[src/sv/grw_pkg.sv]
`timescale 1ns / 1ps

package grw_pkg;

  localparam int POSITION_WIDTH_DEF = 16;
  localparam int TOTAL_WIDTH_DEF    = 48;

  localparam int UPPER_W      = 15;
  localparam int LOWER_W      = 16;
  localparam int SEED_W       = 64;
  localparam int STEPS_W      = 32;
  localparam int TOTAL_OUT_W  = 48;
  localparam int CFG_INDEX_W  = 2;

  localparam logic [UPPER_W-1:0]        UPPER_RESET  = 15'd10;
  localparam logic signed [LOWER_W-1:0] LOWER_RESET  = -16'sd5;
  localparam logic [SEED_W-1:0]         SEED_DEFAULT = 64'h4d59_5df4_d0f3_3173;

  localparam int XS_SHIFT_A = 13;
  localparam int XS_SHIFT_B = 7;
  localparam int XS_SHIFT_C = 17;

  typedef enum logic [CFG_INDEX_W-1:0] {
    REG_UPPER = 2'd0,
    REG_LOWER = 2'd1,
    REG_SEED  = 2'd2
  } grw_reg_t;

  typedef enum logic [1:0] {
    ST_IDLE,
    ST_RUN,
    ST_FINISH
  } grw_state_t;

  typedef struct packed {
    logic start;
    logic step;
    logic finish;
  } grw_cmd_t;

  typedef struct packed {
    logic hit;
  } grw_sts_t;

endpackage

[src/sv/gamblers_ruin_walk_engine.sv]
`timescale 1ns / 1ps
// An item starts a walk; at a barrier, the result is registered once the output slot is free.
// The walk makes one xorshift64 flip per cycle, so the flip loop sets the rate.
// A new item is taken only in the idle state, once the last result is registered.
// Reset is synchronous and active low; barriers and seed return to their defaults.
// The seed reloads at reset and on a seed write outside a flip; totals clear at reset.

module gamblers_ruin_walk_engine import grw_pkg::*; #(
  parameter int POSITION_WIDTH = POSITION_WIDTH_DEF,
  parameter int TOTAL_WIDTH    = TOTAL_WIDTH_DEF
) (
  input  logic                   clk,
  input  logic                   rst_n,
  input  logic                   in_valid,
  output logic                   in_ready,
  input  logic                   in_clear_totals,
  output logic                   out_valid,
  input  logic                   out_ready,
  output logic                   out_outcome,
  output logic [STEPS_W-1:0]     out_scenario_flips,
  output logic [TOTAL_OUT_W-1:0] out_total_wins,
  output logic [TOTAL_OUT_W-1:0] out_total_losses,
  output logic [TOTAL_OUT_W-1:0] out_total_flips,
  input  logic                   cfg_valid,
  output logic                   cfg_ready,
  input  logic [CFG_INDEX_W-1:0] cfg_index,
  input  logic [SEED_W-1:0]      cfg_data
);

  grw_cmd_t cmd;
  grw_sts_t sts;

  assign cfg_ready = 1'b1;

  grw_controller u_ctrl (
    .clk       (clk),
    .rst_n     (rst_n),
    .in_valid  (in_valid),
    .in_ready  (in_ready),
    .out_valid (out_valid),
    .out_ready (out_ready),
    .cmd       (cmd),
    .sts       (sts)
  );

  grw_datapath #(
    .POSITION_WIDTH (POSITION_WIDTH),
    .TOTAL_WIDTH    (TOTAL_WIDTH)
  ) u_dp (
    .clk            (clk),
    .rst_n          (rst_n),
    .cmd            (cmd),
    .sts            (sts),
    .clear_totals   (in_clear_totals),
    .cfg_we         (cfg_valid && cfg_ready),
    .cfg_index      (cfg_index),
    .cfg_data       (cfg_data),
    .outcome        (out_outcome),
    .scenario_flips (out_scenario_flips),
    .total_wins     (out_total_wins),
    .total_losses   (out_total_losses),
    .total_flips    (out_total_flips)
  );

endmodule

[src/sv/grw_datapath.sv]
`timescale 1ns / 1ps

module grw_datapath import grw_pkg::*; #(
  parameter int POSITION_WIDTH = POSITION_WIDTH_DEF,
  parameter int TOTAL_WIDTH    = TOTAL_WIDTH_DEF
) (
  input  logic                      clk,
  input  logic                      rst_n,
  input  grw_cmd_t                  cmd,
  output grw_sts_t                  sts,
  input  logic                      clear_totals,
  input  logic                      cfg_we,
  input  logic [CFG_INDEX_W-1:0]    cfg_index,
  input  logic [SEED_W-1:0]         cfg_data,
  output logic                      outcome,
  output logic [STEPS_W-1:0]        scenario_flips,
  output logic [TOTAL_OUT_W-1:0]    total_wins,
  output logic [TOTAL_OUT_W-1:0]    total_losses,
  output logic [TOTAL_OUT_W-1:0]    total_flips
);

  localparam logic signed [33:0] POS_LIM = (34'sd1 <<< (POSITION_WIDTH - 1)) - 34'sd1;
  localparam logic [TOTAL_WIDTH-1:0] TOTAL_MAX = '1;
  localparam logic [STEPS_W-1:0] STEPS_MAX = '1;

  function automatic logic [SEED_W-1:0] xorshift(input logic [SEED_W-1:0] s);
    logic [SEED_W-1:0] x;
    x = s;
    x = x ^ (x << XS_SHIFT_A);
    x = x ^ (x >> XS_SHIFT_B);
    x = x ^ (x << XS_SHIFT_C);
    return x;
  endfunction

  logic [UPPER_W-1:0]               upper_r;
  logic signed [LOWER_W-1:0]        lower_r;
  logic [SEED_W-1:0]                rng_r;
  logic signed [POSITION_WIDTH-1:0] pos_r;
  logic signed [POSITION_WIDTH-1:0] hi_r;
  logic signed [POSITION_WIDTH-1:0] lo_r;
  logic [STEPS_W-1:0]               steps_r;
  logic                             loss_r;
  logic [TOTAL_WIDTH-1:0]           wins_r;
  logic [TOTAL_WIDTH-1:0]           losses_r;
  logic [TOTAL_WIDTH-1:0]           flips_r;
  logic [TOTAL_WIDTH-1:0]           wins_nxt;
  logic [TOTAL_WIDTH-1:0]           losses_nxt;
  logic                             out_outcome_r;
  logic [STEPS_W-1:0]               out_steps_r;
  logic [TOTAL_OUT_W-1:0]           out_wins_r;
  logic [TOTAL_OUT_W-1:0]           out_losses_r;
  logic [TOTAL_OUT_W-1:0]           out_flips_r;

  logic [SEED_W-1:0]                rng_nxt;
  logic signed [POSITION_WIDTH-1:0] pos_nxt;
  logic signed [33:0]               upper_ext;
  logic signed [33:0]               lower_ext;
  logic signed [33:0]               hi_sel;
  logic signed [33:0]               lo_sel;

  always_comb begin
    upper_ext = signed'(34'(upper_r));
    lower_ext = 34'(lower_r);
    if (upper_ext < 34'sd1) begin
      hi_sel = 34'sd1;
    end else if (upper_ext > POS_LIM) begin
      hi_sel = POS_LIM;
    end else begin
      hi_sel = upper_ext;
    end
    if (lower_ext > -34'sd1) begin
      lo_sel = -34'sd1;
    end else if (lower_ext < -POS_LIM) begin
      lo_sel = -POS_LIM;
    end else begin
      lo_sel = lower_ext;
    end
  end

  always_comb begin
    rng_nxt = xorshift(rng_r);
    pos_nxt = rng_nxt[0] ? pos_r + POSITION_WIDTH'(1) : pos_r - POSITION_WIDTH'(1);
    sts.hit = (pos_nxt == hi_r) || (pos_nxt == lo_r);
    wins_nxt   = (!loss_r && wins_r != TOTAL_MAX) ? wins_r + TOTAL_WIDTH'(1) : wins_r;
    losses_nxt = (loss_r && losses_r != TOTAL_MAX) ? losses_r + TOTAL_WIDTH'(1) : losses_r;
  end

  always_ff @(posedge clk) begin
    if (!rst_n) begin
      upper_r  <= UPPER_RESET;
      lower_r  <= LOWER_RESET;
      rng_r    <= SEED_DEFAULT;
      pos_r    <= '0;
      wins_r   <= '0;
      losses_r <= '0;
      flips_r  <= '0;
    end else begin
      if (cfg_we) begin
        case (cfg_index)
          REG_UPPER: upper_r <= cfg_data[UPPER_W-1:0];
          REG_LOWER: lower_r <= signed'(cfg_data[LOWER_W-1:0]);
          REG_SEED:  rng_r   <= cfg_data;
          default: ;
        endcase
      end
      if (cmd.start) begin
        pos_r <= '0;
        if (clear_totals) begin
          wins_r   <= '0;
          losses_r <= '0;
          flips_r  <= '0;
        end
      end
      if (cmd.step) begin
        rng_r   <= rng_nxt;
        pos_r   <= pos_nxt;
        flips_r <= (flips_r != TOTAL_MAX) ? flips_r + TOTAL_WIDTH'(1) : flips_r;
      end
      if (cmd.finish) begin
        wins_r   <= wins_nxt;
        losses_r <= losses_nxt;
      end
    end
  end

  always_ff @(posedge clk) begin
    if (cmd.start) begin
      hi_r    <= hi_sel[POSITION_WIDTH-1:0];
      lo_r    <= lo_sel[POSITION_WIDTH-1:0];
      steps_r <= '0;
    end
    if (cmd.step) begin
      steps_r <= (steps_r != STEPS_MAX) ? steps_r + STEPS_W'(1) : steps_r;
      loss_r  <= (pos_nxt == lo_r);
    end
    if (cmd.finish) begin
      out_outcome_r <= loss_r;
      out_steps_r   <= steps_r;
      out_wins_r    <= TOTAL_OUT_W'(wins_nxt);
      out_losses_r  <= TOTAL_OUT_W'(losses_nxt);
      out_flips_r   <= TOTAL_OUT_W'(flips_r);
    end
  end

  assign outcome        = out_outcome_r;
  assign scenario_flips = out_steps_r;
  assign total_wins     = out_wins_r;
  assign total_losses   = out_losses_r;
  assign total_flips    = out_flips_r;

  a_step_inside: assert property (@(posedge clk) disable iff (!rst_n)
    cmd.step |-> (pos_r != hi_r) && (pos_r != lo_r))
    else $error("Walk stepped from a barrier position.");

  a_step_counts: assert property (@(posedge clk) disable iff (!rst_n)
    cmd.step |=> (steps_r != '0))
    else $error("Scenario flip count did not advance.");

  a_finish_at_barrier: assert property (@(posedge clk) disable iff (!rst_n)
    cmd.finish |-> (pos_r == hi_r) || (pos_r == lo_r))
    else $error("Scenario finished away from a barrier.");

endmodule

[src/sv/grw_controller.sv]
`timescale 1ns / 1ps

module grw_controller import grw_pkg::*; (
  input  logic     clk,
  input  logic     rst_n,
  input  logic     in_valid,
  output logic     in_ready,
  output logic     out_valid,
  input  logic     out_ready,
  output grw_cmd_t cmd,
  input  grw_sts_t sts
);

  grw_state_t state_r;
  grw_state_t state_nxt;
  logic       out_valid_r;
  logic       out_valid_nxt;
  logic       slot_free;

  assign slot_free = !out_valid_r || out_ready;

  always_comb begin
    state_nxt = state_r;
    case (state_r)
      ST_IDLE: begin
        if (in_valid) begin
          state_nxt = ST_RUN;
        end
      end
      ST_RUN: begin
        if (sts.hit) begin
          state_nxt = ST_FINISH;
        end
      end
      ST_FINISH: begin
        if (slot_free) begin
          state_nxt = ST_IDLE;
        end
      end
      default: state_nxt = ST_IDLE;
    endcase
  end

  always_comb begin
    cmd.start  = 1'b0;
    cmd.step   = 1'b0;
    cmd.finish = 1'b0;
    in_ready   = 1'b0;
    case (state_r)
      ST_IDLE: begin
        in_ready  = 1'b1;
        cmd.start = in_valid;
      end
      ST_RUN: begin
        cmd.step = 1'b1;
      end
      ST_FINISH: begin
        cmd.finish = slot_free;
      end
      default: ;
    endcase
    if (cmd.finish) begin
      out_valid_nxt = 1'b1;
    end else if (out_ready) begin
      out_valid_nxt = 1'b0;
    end else begin
      out_valid_nxt = out_valid_r;
    end
  end

  always_ff @(posedge clk) begin
    if (!rst_n) begin
      state_r     <= ST_IDLE;
      out_valid_r <= 1'b0;
    end else begin
      state_r     <= state_nxt;
      out_valid_r <= out_valid_nxt;
    end
  end

  assign out_valid = out_valid_r;

  a_result_from_finish: assert property (@(posedge clk) disable iff (!rst_n)
    $rose(out_valid_r) |-> $past(state_r == ST_FINISH))
    else $error("Result appeared without a finished scenario.");

  a_finish_after_run: assert property (@(posedge clk) disable iff (!rst_n)
    (state_r == ST_FINISH) |-> $past(state_r == ST_RUN) || $past(state_r == ST_FINISH))
    else $error("Finish entered without a walk.");

  a_no_overwrite: assert property (@(posedge clk) disable iff (!rst_n)
    cmd.finish |-> !out_valid_r || out_ready)
    else $error("Pending result overwritten.");

endmodule
[config.mk]
export PLATFORM = sky130hd
export DESIGN_NAME = gamblers_ruin_walk_engine
export DESIGN_NICKNAME = d
export VERILOG_FILES = /design/src/sv/grw_pkg.sv /design/src/sv/gamblers_ruin_walk_engine.sv /design/src/sv/grw_datapath.sv /design/src/sv/grw_controller.sv
export SDC_FILE = /design/constraint.sdc
export NUM_CORES = 1
export LEC_CHECK = 0
export BUFFER_PORTS_ARGS = -buffer_cell sky130_fd_sc_hd__buf_2
export CAP_MARGIN = 15
export CORE_ASPECT_RATIO = 1.25
export CORE_UTILIZATION = 60
export DETAILED_ROUTE_END_ITERATION = 8
export HOLD_SLACK_MARGIN = 0.05
export PLACE_DENSITY = 0.81
export SYNTH_ARGS = -nofsm -noshare
export SYNTH_HDL_FRONTEND = slang
export SYNTH_SLANG_ARGS = --single-unit
[constraint.sdc]
create_clock -name clk -period 22 [get_ports clk]
set_input_delay 4.4 -clock clk [delete_from_list [all_inputs] [get_ports clk]]
set_output_delay 4.4 -clock clk [all_outputs]
set_load 0.01 [all_outputs]
Word-level counts from Yosys, hierarchy flattened
Index checks and enable logic that the tools add are counted.

word-level totals
  flip-flop bits (word level) = 500
  input port bits = 72
  output and inout bits = 180

operators by class
  $add $sub $neg = 6
  $lt $le $gt $ge = 3
  equal/unequal tests = 15
  muxes and demuxes = 28
  bitwise logic cells = 3
  reduce and logical (&&, ||, !) cells = 23

operators by type and width
  operator                                              count
  2-to-1 mux 48 bit                                     8
  2-to-1 mux 64 bit                                     3
  adder 48 x 1 -> 48 bit (second input constant)        3
  != test 48 bit (second input constant)                3
  bitwise XOR 64 bit                                    2
  2-to-1 mux 32 bit                                     3
  bitwise XOR 64 x 57 -> 64 bit                         1
  2-to-1 mux 16 bit                                     3
  adder 32 x 1 -> 32 bit (second input constant)        1
  equality test 16 bit                                  2
  != test 32 bit (second input constant)                1
  adder 16 x 2 -> 16 bit (second input constant)        1
  > comparator 16 x 1 -> 1 bit (second input constant)  1
  < comparator 16 bit (second input constant)           1
  subtractor 16 x 2 -> 16 bit (second input constant)   1
  < comparator 15 x 1 -> 1 bit (second input constant)  1
  2-to-1 mux 15 bit                                     1
  nonzero test 2 bit                                    7
  AND reduction 2 bit                                   5
  2-to-1 mux 1 bit                                      6
  2-to-1 mux 2 bit                                      3
  != test 2 x 1 -> 1 bit (second input constant)        3
  one-hot mux 2 bit (3 select lines)                    1
  AND reduction 3 bit                                   2
  other kinds (8)                                       15

Logic depth before layout (Yosys ltp)
  depth after elaboration = 8
  mapped depth = 16
  gate-level depth less buffers = 12

By module
A second synthesis with hierarchy kept.

unflattened totals
  cell total of the unflattened synthesis = 2,456
  area total of the unflattened synthesis = 24,514.8 um2

by module, submodules not included
  module                     instances  cells each  area an instance (um2)  sequential area each (um2)
  grw_datapath               1          2,436       24,339.6                12,341.8
  grw_controller             1          18          163.9                   60.1
  gamblers_ruin_walk_engine  1          2           11.3                    0.0

Worst setup path after synthesis
Ideal clock, no wire load.

  kind = input-to-reg
  start point = in out_ready
  end point = reg u_dp.losses_r[40]
  arrival = 10,617 ps
  required time = 21,941 ps
  setup slack = 11,325 ps
  cell stages on the path = 7
  path buffers = 2
  path through = nand2b_1 -> nand2b_1 -> clkbuf_1 -> inv_2 -> clkbuf_1 -> and3_1 -> o211a_1

RTL lines
  element               line                             text
  start, declared       gamblers_ruin_walk_engine.sv:18  input logic out_ready,
  end signal, assigned  grw_datapath.sv:121              losses_r <= losses_nxt;
  end, declared         grw_datapath.sv:44               logic [TOTAL_WIDTH-1:0] losses_r;

Worst setup path after layout
  start point = in out_ready
  end point = reg u_dp.wins_r[37]

between the ends
  longest elaborated chain between the ends = 4
  elaborated cells between the ends (all ways) = 6
  those cells by class = mux (2); reduce/logical (4)

ends and longest elaborated chain
  element                               line                  text
  logical OR 1 bit *                    grw_controller.sv:20  assign slot_free = !out_valid_r || out_ready;
  2-to-1 mux 1 bit *                    grw_controller.sv:49  case (state_r)
  nonzero test 2 bit (no source line)   n/a
  AND reduction 2 bit (no source line)  n/a
  end signal, assigned                  grw_datapath.sv:120   wins_r <= wins_nxt;
  end, declared                         grw_datapath.sv:43    logic [TOTAL_WIDTH-1:0] wins_r;

Mark *: on every way between the ends. The rest lies on a longest branch, timed or not.
A chain may end at the register's enable or synchronous reset.

==> impl_metrics.yaml <==
clocking:
  clockRootBuffer: "clkbuf_16"
  path_clk_slew_ps: 70
  clock_latency_ps: 580
  cts-buffers-inserted: 48
  cts-htree-levels: 2
  cts.repair_timing.setup_buffer_count: 0
  number_of_clock_sinks: 499
  tritoncts: "yes"
  post_cts_resized: 0
  cts_hold_repair.buffers: 0
  cts-root-to-sink-buffers: 3
cells_and_area:
  num-fill-cells: 2978
  final_nets: 2733
  final_cell_mix: "364 x nand2_1, 258 x dfxtp_1, 249 x buf_2"
  design_area_sq_um: 27240
  drive_gt1_share_pct: 14.18
  area_delta_synth_final_pct: 12.76
  antennaDiodeCount: 0
  leading_cell_type_in_the_layout_fill_and_taps_excluded: "nand2_1"
pwr:
  total_leakage_power_uw: 0.009818
  vdd.ir_drop.worst_mv: 0.08566
  power.density_cell_area_nw_per_um2: 87.31
placed_design:
  hpwlAfterDp_um: 40250
  place_area_sq_um: 25630
  globalplace.congestion: 0.9418
  buffer_ports.inserted: 250
detailed_routing:
  route.vias.total: 19100
  detail_route.wirelength_um: 58460
  avgRoutedWirePerCell_um: 18.32
  vias_per_cell: 5.986
  drtPass1Iterations: 5
  final_antenna_net_count: 0
  detail_route.drc_violations: 0
  drt_iter0_drc: 1663
worst_setup_path:
  critPathLaunchType: "primary input"
  critPathMaxFanout: 105
  rrSetupSlack_ps: 17240
  timing.critical_path.cells: "buf_2, nand2b_1, nand2b_1, buf_4, inv_6, a21oi_1, and2_1, buf_4, a21oi_1, nand2b_1, o31ai_1"
  arrival_ps: 7330
  criticalPathCategory: "in2reg"
  critical_path.top_delay_family: "buffers and inverters"
  cp_common_cell: "nand2b_1"
  slowest_stage: "a21oi_1"
  critical_path_required_ps: 22490
  path_buf_inv: 4
  worst_path_largest_cell_delay_ps: 780
  timing.critical_path.to_type: "flop"
yosys:
  postSynthCellCount: 2481
  synth_sequential_area_ratio_pct: 51.34
  synth.yosys.warnings: 0
  ffs_latches_synth: 499
  synth_cell_type_count: 80
  synth.cell_area_sq_um: 24160
  postSynth.asyncResetShare_pct: 0
  synth_enable_flop_cells: 241
  ys.flop_type: "dfxtp_1"
  avgSynthCellArea_sq_um: 9.736
sta:
  finalHoldWorstSlack_ps: 462.3
  max_slew.worst_pin.slew_ps: 1068
  finalCritPeriodShare_pct: 31.06
  fmax_mhz: 146.3
  layout_min_cycle_time_ps: 6833
  worst_slew_margin_rel_pct: 28.18
  rsz0062_at_grt: "no"
  maxSlewViolCount: 0
  setup_violations: 0
  fin_setup_tns_ps: 0
  timing.clock.skew_ps: 26.55
  hold_viol: 0
global_route:
  grt_first_pass_wirelength_um: 92470
  maximum_number_of_pins_on_one_net_before_global_route_repair: 106
  number_of_antenna_violations_at_the_first_check_in_global_routing: 0
  total_routing_usage_gr_pct: 28.03
  global_route.overflow_total: 0
  grt_pass1_vias: 18080
die:
  die_area_sq_um: 41070
  die-width_um: 181.5
  total_number_of_placement_rows: 81
  placeableCoreArea_sq_um: 39420
  initial_utilization_pct: 61.27
  dieHeight_um: 226.3
  io-pin-count: 252
status:
  outcome: "completed"
min_path:
  min-delay-path-class: "reg2reg"
job:
  drv.max_cap_violation_count: 0
metal layers:
| layer | wire length (um) | vias to the layer above | GRT usage [%] |
|---|---|---|---|
| met4 | 2319 | 0 | 12.47 |
| met5 | 0 | - | 0 |
| li1 | - | 9082 | - |
| met1 | 23470 | 9130 | 34.74 |
| met2 | 28980 | 737 | 48.78 |
| met3 | 3692 | 152 | 3.839 |
flip-flops by register name, indices dropped and copies added, names as in the netlist, 2 cells and up:
name and cells:
u_ctrl.state_r 2, u_dp.pos_r 16, u_dp.steps_r 32, u_dp.losses_r 48, u_dp.upper_r 15, u_dp.wins_r 48, u_dp.rng_r 64, u_dp.hi_r 15
u_dp.total_flips 48, u_dp.lower_r 16, u_dp.scenario_flips 32, u_dp.flips_r 48, u_dp.lo_r 16, u_dp.total_wins 48, u_dp.total_losses 48
synth_stat cells (15+ instances only):
cell type / instances / area (sq um)
o211a_1: 22 / 220.2
and3_1: 41 / 256.5
a21oi_1: 79 / 395.4
o21ai_0: 121 / 605.6
nand2_1: 365 / 1370
nor2b_1: 41 / 256.5
a31oi_1: 33 / 206.5
inv_1: 39 / 146.4
xor2_1: 115 / 1007
a21boi_0: 19 / 142.6
nand3_1: 135 / 675.7
nor3_1: 54 / 270.3
nor4_1: 22 / 137.6
o31ai_1: 21 / 157.7
clkbuf_1: 124 / 465.5
nand4_1: 40 / 250.2
buf_1: 15 / 56.30
nor2_1: 165 / 619.3
and4_1: 26 / 227.7
edfxtp_1: 241 / 7237
xnor2_1: 247 / 2163
nand2b_1: 30 / 187.7
or3_1: 25 / 156.4
dfxtp_1: 258 / 5165
and2_1: 26 / 162.7
cell type report:
type	instances	area, sq um	share of cell area, %
Clock buffer	55	1247	4.580
Clock inverter	34	361.6	1.328
Inverter	41	158.9	0.5834
Multi-Input combinational cell	1793	11030	40.51
Sequential cell	499	12400	45.53
Tap cell	498	623.1	2.288
Timing Repair Buffer	271	1411	5.182
power breakdown:
part           leakage, uW  internal (uW)  switching (uW)  total [uW]
clock             0.000791            482             362         844
combinational      0.00491            218             250         468
sequential         0.00412           1010            54.7        1070
stage by stage:
step	power (uW)	setup slack, ps	utilization [%]	std cells
floorplan	1447	11320	-	2482
global placement	1533	14760	65.01	3102
detailed placement	1545	14640	65.01	3102
CTS	2386	15240	69.09	3191
global route	2478	14970	69.09	3191
finish	2378	15170	69.09	3191
logic make-up (layout without fill, tap and decap cells):
logic type / Yosys count / in the layout / synth area share, %
buffers and inverters: 190 / 401 / 3.051
AOI/OAI and AO/OA: 394 / 394 / 10.68
DFF: 499 / 499 / 51.34
other: 1 / 2 / 0.01552
adders and majority gates: 7 / 7 / 0.3626
and+or+nand+nor: 1012 / 1012 / 20.41
muxes: 9 / 9 / 0.4092
xor gates and xnor gates: 369 / 369 / 13.73
worst paths after layout:
kind                         start                    to  cells past startpoint
hold reg to reg   u_dp.flips_r[26]  u_dp.total_flips[26]                      0
setup reg to reg     u_dp.rng_r[7]     u_ctrl.state_r[0]                     12
setup / recovery         out_ready       u_dp.wins_r[37]                     11
hold / removal    u_dp.flips_r[26]  u_dp.total_flips[26]                      0
worst reg2reg max path, cell delays in order (launching register included):
cell,delay (ps)
dfxtp_1,530
xor2_2,830
inv_2,550
ha_1,620
and2_1,210
o21ai_0,110
a31o_2,280
and3_1,230
a2111oi_0,530
o2111ai_1,260
o22ai_2,240
o21ai_1,80
and2_1,170
Power figures use the tool's default switching activity.
